`src/pdcl_pkg.sv`:
```
`default_nettype none

package pdcl_pkg;

	// Dial sequencer phases, coded as the result field reports them
	typedef enum logic [2:0] {
		PH_HALT  = 3'd0,
		PH_RISE  = 3'd1,
		PH_COUNT = 3'd2,
		PH_FALL  = 3'd3,
		PH_CHECK = 3'd4,
		PH_OPEN  = 3'd5
	} phase_t;

	localparam int CODE_W      = 20;
	localparam int TICKS_W     = 16;
	localparam int COUNT_W     = 8;
	localparam int IDX_W       = 3;
	localparam int CFG_IDX_W   = 1;
	localparam int CFG_DATA_W  = CODE_W;
	localparam int DEF_CODE_LEN = 5;

	localparam logic [CODE_W-1:0]  DEF_CODE_WORD  = 20'h30954;
	localparam logic [TICKS_W-1:0] DEF_OPEN_TICKS = 16'd12000;

	// Configuration register indexes
	localparam logic [CFG_IDX_W-1:0] CFG_CODE_WORD  = 1'b0;
	localparam logic [CFG_IDX_W-1:0] CFG_OPEN_TICKS = 1'b1;

	typedef struct packed {
		phase_t              phase;
		logic [COUNT_W-1:0]  pulse_count;
		logic [IDX_W-1:0]    digit_index;
		logic [TICKS_W-1:0]  open_countdown;
		logic                relay;
		logic                indicator;
	} lock_state_t;

	typedef struct packed {
		logic [CODE_W-1:0]  code_word;
		logic [TICKS_W-1:0] open_ticks;
	} lock_cfg_t;

	// Dialed digit: (count - 1) mod 10, by reciprocal multiply (exact over the whole 8-bit count range)
	function automatic logic [3:0] dialed_digit(input logic [COUNT_W-1:0] count);
		logic [COUNT_W-1:0] x;
		logic [15:0]        prod;
		logic [4:0]         quot;
		logic [COUNT_W-1:0] rem;
		x    = count - COUNT_W'(1);
		prod = 16'(x) * 16'd205;
		quot = prod[15:11];
		rem  = x - COUNT_W'(quot) * COUNT_W'(10);
		return rem[3:0];
	endfunction

endpackage

`default_nettype wire

```
`src/pulse_dial_code_lock_top.sv`:
```
`default_nettype none

// Channel   | Handshake            | Payload
// ----------+----------------------+------------------------------------------
// input     | in_valid / in_ready  | dial_line, pulse_line, polarity_line
// result    | out_valid / out_ready| relay_out, indicator_out, phase
// config    | cfg_we               | cfg_index, cfg_data (no wait, no read-back)
//
// One sampling tick per clock sustained while the result side does not stall.
// Each beat waits in the input register until the result slot can take its result.
// The lock state registers double as the result register; they advance only
// when the result slot is free or being taken, so a stall on the result side
// holds one beat in the input register and then drops in_ready.
// Reset is asynchronous, active low, and loads the default code and open time.

module pulse_dial_code_lock_top #(
	parameter int CODE_LEN = pdcl_pkg::DEF_CODE_LEN
) (
	input  wire logic                            clk,
	input  wire logic                            arst_n,
	input  wire logic                            in_valid,
	output logic                                 in_ready,
	input  wire logic                            dial_line,
	input  wire logic                            pulse_line,
	input  wire logic                            polarity_line,
	output logic                                 out_valid,
	input  wire logic                            out_ready,
	output logic                                 relay_out,
	output logic                                 indicator_out,
	output logic [2:0]                           phase,
	input  wire logic                            cfg_we,
	input  wire logic [pdcl_pkg::CFG_IDX_W-1:0]  cfg_index,
	input  wire logic [pdcl_pkg::CFG_DATA_W-1:0] cfg_data
);

	pdcl_pkg::lock_cfg_t   cfg;
	pdcl_pkg::lock_state_t state_q;
	pdcl_pkg::lock_state_t state_nxt;

	logic valid_s1;
	logic dial_s1;
	logic pulse_s1;
	logic polarity_s1;
	logic out_valid_q;
	logic advance;

	pdcl_cfg u_cfg (
		.clk       (clk),
		.arst_n    (arst_n),
		.cfg_we    (cfg_we),
		.cfg_index (cfg_index),
		.cfg_data  (cfg_data),
		.cfg       (cfg)
	);

	pdcl_next #(
		.CODE_LEN (CODE_LEN)
	) u_next (
		.cur      (state_q),
		.cfg      (cfg),
		.dial     (dial_s1),
		.pulse    (pulse_s1),
		.polarity (polarity_s1),
		.nxt      (state_nxt)
	);

	// Result slot frees when empty or when its beat is taken this cycle
	assign advance  = !out_valid_q || out_ready;
	assign in_ready = !valid_s1 || advance;

	// Input register: capture a beat whenever the stage can take one
	always_ff @(posedge clk or negedge arst_n) begin
		if (!arst_n) begin
			valid_s1 <= 1'b0;
		end else if (in_ready) begin
			valid_s1 <= in_valid;
		end
	end

	always_ff @(posedge clk) begin
		if (in_ready) begin
			dial_s1     <= dial_line;
			pulse_s1    <= pulse_line;
			polarity_s1 <= polarity_line;
		end
	end

	// Lock state, also the registered result of the last tick
	always_ff @(posedge clk or negedge arst_n) begin
		if (!arst_n) begin
			state_q.phase          <= pdcl_pkg::PH_RISE;
			state_q.pulse_count    <= '0;
			state_q.digit_index    <= '0;
			state_q.open_countdown <= pdcl_pkg::DEF_OPEN_TICKS;
			state_q.relay          <= 1'b0;
			state_q.indicator      <= 1'b0;
			out_valid_q            <= 1'b0;
		end else if (advance) begin
			out_valid_q <= valid_s1;
			if (valid_s1) begin
				state_q <= state_nxt;
			end
		end
	end

	assign out_valid     = out_valid_q;
	assign relay_out     = state_q.relay;
	assign indicator_out = state_q.indicator;
	assign phase         = state_q.phase;

	// Halted is final until reset
	a_halt_sticky: assert property (@(posedge clk) disable iff (!arst_n)
		state_q.phase == pdcl_pkg::PH_HALT |=> state_q.phase == pdcl_pkg::PH_HALT)
		else $error("lock left the halted phase");

	// Indicator only lights during or right after the open phase
	a_ind_open: assert property (@(posedge clk) disable iff (!arst_n)
		state_q.indicator |->
		(state_q.phase == pdcl_pkg::PH_OPEN || state_q.phase == pdcl_pkg::PH_HALT))
		else $error("indicator set outside open phase");

	// Count is cleared once the last digit matched
	a_open_count: assert property (@(posedge clk) disable iff (!arst_n)
		state_q.phase == pdcl_pkg::PH_OPEN |-> state_q.pulse_count == '0)
		else $error("pulse count not cleared on open");

	// A held input beat does not move the lock state
	a_stall_hold: assert property (@(posedge clk) disable iff (!arst_n)
		(valid_s1 && !advance) |=> ($stable(state_q) && valid_s1))
		else $error("state moved while result stalled");

endmodule

`default_nettype wire

```
`src/pdcl_cfg.sv`:
```
`default_nettype none

module pdcl_cfg (
	input  wire logic                              clk,
	input  wire logic                              arst_n,
	input  wire logic                              cfg_we,
	input  wire logic [pdcl_pkg::CFG_IDX_W-1:0]    cfg_index,
	input  wire logic [pdcl_pkg::CFG_DATA_W-1:0]   cfg_data,
	output pdcl_pkg::lock_cfg_t                    cfg
);

	pdcl_pkg::lock_cfg_t cfg_q;

	always_ff @(posedge clk or negedge arst_n) begin
		if (!arst_n) begin
			cfg_q.code_word  <= pdcl_pkg::DEF_CODE_WORD;
			cfg_q.open_ticks <= pdcl_pkg::DEF_OPEN_TICKS;
		end else if (cfg_we) begin
			case (cfg_index)
				pdcl_pkg::CFG_CODE_WORD:  cfg_q.code_word  <= cfg_data;
				pdcl_pkg::CFG_OPEN_TICKS: cfg_q.open_ticks <= cfg_data[pdcl_pkg::TICKS_W-1:0];
				default: ;
			endcase
		end
	end

	assign cfg = cfg_q;

endmodule

`default_nettype wire

```
`src/pdcl_next.sv`:
```
`default_nettype none

module pdcl_next #(
	parameter int CODE_LEN = pdcl_pkg::DEF_CODE_LEN
) (
	input  wire pdcl_pkg::lock_state_t cur,
	input  wire pdcl_pkg::lock_cfg_t   cfg,
	input  wire logic                  dial,
	input  wire logic                  pulse,
	input  wire logic                  polarity,
	output pdcl_pkg::lock_state_t      nxt
);

	localparam logic [pdcl_pkg::IDX_W-1:0] LAST_IDX = pdcl_pkg::IDX_W'(CODE_LEN - 1);

	logic [pdcl_pkg::IDX_W-1:0] shift;
	logic [31:0]                code_ext;
	logic [31:0]                code_sh;
	logic [3:0]                 want;
	logic [3:0]                 got;

	// Code nibble for the current digit; first digit sits in the top used nibble
	assign shift    = LAST_IDX - cur.digit_index;
	assign code_ext = 32'(cfg.code_word);
	assign code_sh  = code_ext >> {shift, 2'b00};
	assign want     = code_sh[3:0];
	assign got      = pdcl_pkg::dialed_digit(cur.pulse_count);

	always_comb begin
		nxt = cur;
		case (cur.phase)
			pdcl_pkg::PH_RISE: begin
				if (!dial) begin
					nxt.phase = pdcl_pkg::PH_CHECK;
				end else if (pulse) begin
					nxt.phase = pdcl_pkg::PH_COUNT;
				end
			end
			pdcl_pkg::PH_COUNT: begin
				nxt.pulse_count = cur.pulse_count + pdcl_pkg::COUNT_W'(1);
				nxt.phase       = pdcl_pkg::PH_FALL;
			end
			pdcl_pkg::PH_FALL: begin
				if (!dial) begin
					nxt.phase = pdcl_pkg::PH_CHECK;
				end else if (!pulse) begin
					nxt.phase = pdcl_pkg::PH_RISE;
				end
			end
			pdcl_pkg::PH_CHECK: begin
				if (cur.pulse_count <= pdcl_pkg::COUNT_W'(1)) begin
					nxt.phase = pdcl_pkg::PH_RISE;
				end else if (got != want) begin
					nxt.phase = pdcl_pkg::PH_HALT;
				end else begin
					nxt.pulse_count = '0;
					nxt.digit_index = cur.digit_index + pdcl_pkg::IDX_W'(1);
					if (cur.digit_index == LAST_IDX) begin
						nxt.open_countdown = cfg.open_ticks;
						nxt.phase          = pdcl_pkg::PH_OPEN;
					end else begin
						nxt.phase = pdcl_pkg::PH_RISE;
					end
				end
			end
			pdcl_pkg::PH_OPEN: begin
				if (cur.open_countdown != '0) begin
					nxt.indicator      = 1'b1;
					nxt.relay          = polarity;
					nxt.open_countdown = cur.open_countdown - pdcl_pkg::TICKS_W'(1);
				end else begin
					nxt.phase = pdcl_pkg::PH_HALT;
				end
			end
			default: begin
				// Halted: drop the relay (inverted drive when polarity is low)
				nxt.phase     = pdcl_pkg::PH_HALT;
				nxt.indicator = 1'b0;
				nxt.relay     = !polarity;
			end
		endcase
	end

endmodule

`default_nettype wire

```
`config.mk`:
```
export PLATFORM = sky130hd
export DESIGN_NAME = pulse_dial_code_lock_top
export DESIGN_NICKNAME = d
export VERILOG_FILES = /design/src/pdcl_pkg.sv /design/src/pulse_dial_code_lock_top.sv /design/src/pdcl_cfg.sv /design/src/pdcl_next.sv
export SDC_FILE = /design/constraint.sdc
export NUM_CORES = 1
export LEC_CHECK = 0
export BUFFER_PORTS_ARGS = -buffer_cell sky130_fd_sc_hd__buf_2
export CAP_MARGIN = 10
export CORE_UTILIZATION = 51
export CTS_BUF_LIST = sky130_fd_sc_hd__clkbuf_4 sky130_fd_sc_hd__clkbuf_8
export DETAILED_ROUTE_END_ITERATION = 16
export PLACE_DENSITY_LB_ADDON = 0.08
export SYNTH_ARGS = -nofsm -noshare
export SYNTH_HDL_FRONTEND = slang
export SYNTH_HIERARCHICAL = 1
export SYNTH_SLANG_ARGS = --single-unit
```
`constraint.sdc`:
```
create_clock -name clk -period 16.7 [get_ports clk]
set_input_delay 2.505 -clock clk [delete_from_list [all_inputs] [get_ports clk]]
set_output_delay 2.505 -clock clk [all_outputs]
set_load 0.1 [all_outputs]
```
Word-level counts from Yosys, hierarchy flattened
Index checks and enable logic that the tools add are counted.

Output and inout port bits: 7. Input bits: 29. Register bits after elaboration: 73. Logic and storage cells: 73.

Bitwise operators: 4. $lt $le $gt $ge: 1. Equality and inequality tests: 14. Reductions and logical operators: 16. Shifts and indexed selects: 1. $add $sub $neg: 6. Muxes and demuxes: 16. Multipliers: 2.

Operators with widths (number): two-way mux 27 bit (2); one-hot mux 16 bit (2 select lines) (1); two-way mux 3 bit (8); right shift 20 x 5 -> 4 bit (1); two-way mux 18 bit (1); multiplier 8 x 8 -> 16 bit (second input constant) (1); two-way mux 16 bit (1); one-hot mux 8 bit (2 select lines) (1); nonzero test 16 bit (1); subtractor 16 x 1 -> 16 bit (second input constant) (1); one-hot mux 3 bit (5 select lines) (1); AND reduction 5 bit (3); equality test 3 bit (second input constant) (3); adder 8 x 1 -> 8 bit (second input constant) (1); <= comparator 8 x 1 -> 1 bit (second input constant) (1); subtractor 8 x 1 -> 8 bit (second input constant) (1); AND reduction 7 bit (1); equality test 3 x 2 -> 1 bit (second input constant) (2); != test 2 bit (second input constant) (3); != test 3 bit (second input constant) (2); multiplier 5 x 3 -> 3 bit (second input constant) (1); != test 2 x 1 -> 1 bit (second input constant) (2); != test 4 bit (1); inverter 1 bit (4); other kinds (11) (16).

Logic depth before layout (Yosys ltp)
Gate-level depths: netlist of the first run.

Word-level depth: 8. Depth in mapped cells: 31. Mapped depth without buffers: 29.

Hierarchy
The synthesis of the first run kept the hierarchy.

By module, submodules not included: pdcl_next (seq. area each 0.0 µm², cells an instance 378, area each 2723.9 µm², instances 1); pulse_dial_code_lock_top (seq. area each 950.9 µm², cells an instance 80, area each 1552.7 µm², instances 1); pdcl_cfg (seq. area each 918.4 µm², cells an instance 77, area each 1358.8 µm², instances 1).

Worst setup path before layout of the first run
Ideal clock, no wire load.

Path type: register to register. Start: register state_q[24] (netlist name). End: register state_q[10] (netlist name). Period minus slack after synthesis: 6.986 ns. Path slack: 9.714 ns. Library setup time: 0.125 ns. Buffers on the path: 2. Cell stages (with the launch flop): 31. Data required time: 16.575 ns. Data arrival time: 6.861 ns. Cell sequence: dfrtp_1 clkbuf_1 or3_1 nor3_1 xnor2_1 inv_1 ha_1 inv_1 fa_1 inv_1 fa_1 inv_1 fa_1 inv_1 ha_1 a21oi_1 o21a_1 o21ai_2 xor2_1 ha_1 fa_1 xnor2_1 xnor3_1 xnor2_1 xnor2_1 or3_1 and4_1 and2_1 clkbuf_1 a221o_1 mux2_4.

Word-level cells in the longest chain between the ends: 7. Elaborated cells on any way between the ends: 9. Classes of those cells: add/sub (2); mul (2); order compare (1); eq/ne (3); reduce/logical (1).

Ends and longest elaborated chain: start: declaration (line pulse_dial_code_lock_top.sv:37) `pdcl_pkg::lock_state_t state_q;`; start signal: assignment (line pulse_dial_code_lock_top.sv:101) `state_q <= state_nxt;`; subtractor 8 x 1 -> 8 bit (line pdcl_pkg.sv:50) `x = count - COUNT_W'(1);`; multiplier 8 x 8 -> 16 bit (line pdcl_pkg.sv:51) `prod = 16'(x) * 16'd205;`; multiplier 5 x 3 -> 3 bit (line pdcl_pkg.sv:53) `rem = x - COUNT_W'(quot) * COUNT_W'(10);`; subtractor 4 bit (line pdcl_pkg.sv:53); != test 4 bit (line pdcl_next.sv:53) `end else if (got != want) begin`; != test 2 bit (no line); AND reduction 7 bit (no line) (*).

Every way passes the cells marked *; elsewhere a longest branch is shown, timed or not. A chain may end at the register's enable or synchronous reset.

Worst setup path in the final report of the first run
Start: register state_q[21] (netlist name). End: register state_q[17] (netlist name).

Same word-level chain as after synthesis.

==> flow_summary.json, run 1 <==
{
  "nets": 632,
  "grt_max_degree": 71,
  "period_share_pct": 47.22,
  "gp_congestion": 0.9112,
  "cts_max_level": 3,
  "grt_pass1_vias": 4037,
  "outcome": "completed",
  "cp-start-kind": "register",
  "drt-initial-drc-count": 203,
  "rsz0062_at_grt": "no",
  "crit_arrival_ps": 8150,
  "syn_inst": 535,
  "critPathMaxFanout": 21,
  "synth-seq-cells": 73,
  "chipHeight_um": 107.1,
  "wl_per_cell_um": 17.25,
  "hold_buffers": 0,
  "fmax_mhz": 126.8,
  "wirelength_um": 12030,
  "finClkSkew_ps": 9.874,
  "start_util_pct": 52.21,
  "drv_slew": 0,
  "powerDensity_nw_per_um2": 68.61,
  "cts_root_buf": "clkbuf_8",
  "cts_setup_buffers": 0,
  "largest_register_ffs": 36,
  "syn_to_final_growth_pct": 6.905,
  "synth_edf_count": 3,
  "fillers": 947,
  "antenna_cells": 0,
  "cp-end-kind": "register",
  "clk_path_buf_depth": 2,
  "regArea_um2": 1869,
  "clkLatencyLatePin_ps": 370,
  "drive_gt1_share_pct": 27.83,
  "via_count": 4008,
  "finalNonFillerCells": 697,
  "critPathKind": "register to register",
  "ant_nets": 0,
  "drc_errors": 0,
  "cts_made_buffers": 9,
  "die_area_um2": 11470,
  "clk_pin_slew_ps": 90,
  "placed_cells": 681,
  "port_buffers": 35,
  "dr.pass1.iters": 4,
  "synth-main-ff-cell": "dfrtp_1",
  "min_period_ps": 7886,
  "antenna_found_initial": 0,
  "yosysWarnings": 6,
  "required_ps": 16960,
  "worst_pin_slew_ps": 912.0,
  "relSlewSlack_pct": 38.97,
  "synth-seq-area-share_pct": 33.17,
  "avgViaCountPerCell": 5.750,
  "cap_violations": 0,
  "hp-class": "register to register",
  "die_w_um": 107.1,
  "vdd_drop_max_uv": 93.76,
  "boundaryPins": 36,
  "yosysUniqueCellTypes": 73,
  "fin_setup_tns_ps": 0,
  "hpwl_um": 8716,
  "multi_input_area_um2": 3364,
  "synth_area_per_cell_um2": 10.53,
  "core_region_area_um2": 10790,
  "finalHoldViolCount": 0,
  "grt.overflow.total": 0,
  "grt_first_pass_wirelength_um": 20310,
  "synth_fp_nets": 615,
  "grtUsageTotal_pct": 23.16,
  "netlist_area_um2": 5635,
  "rows": 38,
  "power_leakage_uw": 0.002802,
  "cts.sinks": 73,
  "finalSetupViolations": 0,
  "cts_tree": "done",
  "ys_async_sr_fraction_pct": 95.89,
  "cts_resized": 0,
  "r2r_slack_ps": 8810
}
area by class of cell:
class                           instances  area share [%]
Timing Repair Buffer                   37           3.157
Tap cell                              140           2.908
Clock buffer                            9           2.056
Clock inverter                          7           1.703
Sequential cell                        73           31.03
Inverter                               53           3.302
Multi-Input combinational cell        378           55.85
Yosys cell counts (all sizes together) (3+ instances only):
master | instances | area share (%)
nand4 | 8 | 0.89
or4 | 4 | 0.53
nand2b | 8 | 1.0
a221o | 4 | 0.71
o22ai | 4 | 0.44
nand2 | 22 | 1.8
o211ai | 3 | 0.40
and3 | 4 | 0.44
fa | 12 | 4.3
ha | 39 | 8.7
nand3b | 3 | 0.40
or3 | 5 | 0.56
nand3 | 4 | 0.36
nor4 | 5 | 0.56
dfstp | 22 | 10
mux2i | 12 | 2.1
dfrtp | 48 | 21
o21a | 3 | 0.40
a21oi | 17 | 1.5
clkbuf | 15 | 1.0
o21ai | 26 | 2.4
or2 | 8 | 0.89
mux2 | 74 | 17
edfxtp | 3 | 1.6
o311ai | 4 | 0.62
nor3 | 11 | 0.98
inv | 52 | 3.5
xor2 | 9 | 1.4
xnor2 | 13 | 2.0
nor2 | 27 | 1.8
a31oi | 5 | 0.56
a21o | 4 | 0.53
a211oi | 4 | 0.53
buf | 16 | 2.6
o31ai | 4 | 0.53
worst max-delay path, stage by stage (launching register included):
cell	delay [ps]
dfrtp_1	690
inv_1	220
ha_1	300
inv_1	80
nor3_1	50
xnor2_1	530
xnor2_1	230
inv_1	100
fa_1	510
fa_1	550
inv_1	40
ha_1	290
ha_1	330
a21oi_1	160
o21a_1	150
o21ai_2	90
xor2_1	160
ha_1	200
fa_1	570
a22o_1	260
and3_1	180
a211oi_1	210
nand4_1	160
nor2_1	140
and4_1	750
and2_1	380
o21ai_0	130
mux2_4	270
kinds of logic (layout without fill, tap and decap cells):
group / after synthesis / after routing / synth area share [%]
AOI/OAI and AO/OA: 96 / 96 / 11.68
xor gates and xnor gates: 23 / 23 / 3.819
adders and majority gates: 51 / 51 / 12.92
and+or+nand+nor: 121 / 121 / 11.97
buffers and inverters: 84 / 106 / 7.127
DFF: 73 / 73 / 33.17
muxes: 87 / 87 / 19.32
worst paths after layout:
kind,start,cells after the start,to
max in group asynchronous,arst_n,2,u_cfg/cfg[30]
max reg2reg,state_q[21],27,state_q[17]
min,u_cfg/cfg[21],1,u_cfg/cfg[21]
min reg2reg,u_cfg/cfg[21],1,u_cfg/cfg[21]
max,state_q[21],27,state_q[17]
min in group asynchronous,arst_n,2,out_valid
stage by stage:
step                cell area, um^2  hold WS [ps]  power, uW  utilization (%)  worst slack [ps]
finish                         6025         512.7      413.3            55.82              8814
global route                   6025         532.8      432.6            55.82              8272
CTS                            6025         513.8      419.0            55.82              8867
detailed placement             5798         491.9      258.1            53.72              8895
global placement               5798         489.7      256.8            53.72              9057
floorplan                      5635         464.7      243.6                -              9714
metal layers:
| metal | part of all wire [%] | track usage (%) | vias to the layer above |
|---|---|---|---|
| li1 | - | - | 1942 |
| met1 | 46 | 29.92 | 1983 |
| met2 | 49 | 37.93 | 61 |
| met3 | 2.9 | 5.289 | 22 |
| met4 | 2.2 | 8.317 | 0 |
| met5 | 0 | 0 | - |
placed cells by master, fill, tap and decap left out, types with 12 or more instances in the layout:
| master | netlist | routed |
|---|---|---|
| mux2_4 | 30 | 30 |
| buf_2 | 3 | 35 |
| o21ai_0 | 14 | 14 |
| fa_1 | 12 | 12 |
| mux2i_1 | 12 | 12 |
| mux2_2 | 33 | 33 |
| ha_1 | 39 | 39 |
| inv_1 | 52 | 52 |
| nand2_1 | 18 | 18 |
| dfstp_2 | 22 | 22 |
| dfrtp_1 | 48 | 48 |
| a21oi_1 | 17 | 17 |
| nor2_1 | 27 | 27 |
| xnor2_1 | 13 | 13 |
report_power, final:
group / switching (uW) / internal (uW) / leakage, uW
Clock: 73.9 / 85.3 / 0.000110
Sequential: 9.69 / 196 / 0.000873
Combinational: 25.9 / 22.4 / 0.00182
No activity file was read; power rests on OpenSTA's default activity.
==> run 2, diff against run 1 <==
==> constraint.sdc (replaced) <==
create_clock -name clk -period 7.91 [get_ports clk]
set_input_delay 1.1865 -clock clk [delete_from_list [all_inputs] [get_ports clk]]
set_output_delay 1.1865 -clock clk [all_outputs]
set_load 0.1 [all_outputs]
==> run 2 against run 1 <==
Effect of this change: non-clock buffer count grew 3; global-route usage shrank 0.64 points; clock-buffer cell count is the same; clock skew shrank 2.3 ps; combinational power grew 110%; setup slack lost 8300 ps; critical endpoint is now state_q[10]; highest routed layer unchanged.
==> flow_summary.json, run 2 (same netlist as run 1, synthesis figures left out) <==
{
  "min-delay-start": "u_cfg/cfg[28]",
  "drt-initial-drc-count": 277,
  "final_common_cell": "inv_1",
  "grt_first_pass_wirelength_um": 19860,
  "avgViaCountPerCell": 5.680,
  "clkLatencyLatePin_ps": 370,
  "critPathKind": "register to register",
  "cts_root_buf": "clkbuf_8",
  "syn_to_final_growth_pct": 6.905,
  "setup_ws_ps": 515.8,
  "antenna_cells": 0,
  "reg2reg_from": "state_q[24]",
  "ff2ff_path_depth": 28,
  "finalHoldViolCount": 0,
  "chipHeight_um": 107.1,
  "fin_setup_tns_ps": 0,
  "finalSetupViolations": 0,
  "vdd_drop_max_uv": 141.6,
  "dr.pass1.iters": 4,
  "period_share_pct": 93.48,
  "required_ps": 8160,
  "drv_slew": 0,
  "placed_cells": 684,
  "die_area_um2": 11470,
  "cp-end-kind": "register",
  "cts_resized": 0,
  "finClkSkew_ps": 7.591,
  "powerDensity_nw_per_um2": 140.0,
  "fin_area_um2": 6025,
  "boundaryPins": 36,
  "layout_common_cells": "inv_1, dfrtp_1, ha_1",
  "worst_pin_slew_ps": 891.4,
  "grt_pass1_vias": 4036,
  "place_ws_ps": 456.2,
  "ant_nets": 0,
  "wirelength_um": 11730,
  "hold_buffers": 0,
  "max_stage_delay_ps": 530,
  "clk_path_buf_depth": 2,
  "largest_register_ffs": 36,
  "grt.overflow.total": 0,
  "cp-startpoint": "state_q[24]",
  "critPathMaxFanout": 10,
  "core_region_area_um2": 10790,
  "cts_made_buffers": 9,
  "hold_depth": 1,
  "placed_area_um2": 5821,
  "via_count": 3976,
  "grt_max_degree": 71,
  "wl_per_cell_um": 16.76,
  "drc_errors": 0,
  "finalNonFillerCells": 700,
  "crit_arrival_ps": 7650,
  "rsz0062_at_grt": "no",
  "slowest_stage": "fa_1",
  "rows": 38,
  "clk_pin_slew_ps": 90,
  "outcome": "completed",
  "die_w_um": 107.1,
  "power_leakage_uw": 0.002806,
  "cts_max_level": 3,
  "nets": 635,
  "cts.sinks": 73,
  "hp-class": "register to register",
  "relSlewSlack_pct": 40.35,
  "cap_violations": 0,
  "drive_gt1_share_pct": 28.39,
  "antenna_found_initial": 0,
  "cts_tree": "done",
  "cts_setup_buffers": 0,
  "hpwl_um": 8789,
  "start_util_pct": 52.21,
  "gp_congestion": 0.8060,
  "port_buffers": 35,
  "min_period_ps": 7394,
  "grtUsageTotal_pct": 22.52,
  "fmax_mhz": 135.2,
  "cp-start-kind": "register"
}
[run 2: metrics by stage]
stage                     hold WS (ps)  util [%]  power [uW]
after floorplan                  464.7         -       514.2
final                            511.2     55.82       843.2
after detailed placement         491.7     53.93       545.7
after global placement           489.1     53.93       542.5
after CTS                        512.9     55.81       854.6
after global routing             533.6     55.82       880.1
[run 2: worst max-delay path, delay by kind of cell (launching register included)]
kind	cells	cell delay [ps]
AO/OA/AOI/OAI	5	950
buffers and inverters	5	330
multiplexers	1	270
flip-flops	1	490
XOR/XNOR	6	1160
adder cells (fa/ha/maj)	6	2560
AND/OR/NAND/NOR	5	1520
[run 2: where the power goes]
part           total, uW  internal (uW)  switching (uW)
combinational        101           47.3            54.2
sequential           435            414            20.9
clock                307            149             158
[run 2: final timing paths]
| path | endpoint | slack (ps) |
|---|---|---|
| setup / recovery | state_q[10] | 520 |
| hold / removal | u_cfg/cfg[28] | 510 |
| setup reg to reg | state_q[10] | 520 |
| hold reg to reg | u_cfg/cfg[28] | 510 |
| max in group asynchronous | u_cfg/cfg[19] | 6310 |
| min in group asynchronous | state_q[24] | 1000 |
[run 2: final cells by class]
| cell class | instances | area [um^2] |
|---|---|---|
| clock buffers | 9 | 123.9 |
| fillers | 963 | 4768 |
| inverters | 53 | 198.9 |
| clock inverters | 7 | 78.83 |
| flip-flops and latches | 73 | 1869 |
| well taps | 140 | 175.2 |
| multi-input cells | 378 | 3366 |
| repair buffers | 40 | 212.7 |
[run 2: per-layer routing]
layer  global-route usage, %  vias up  share of wire (%)
li1                        -     1951                  -
met1                   29.24     1960                 45
met2                   37.60       50                 50
met3                   4.255       15                2.8
met4                   7.632        0                1.8
met5                       0        -                  0
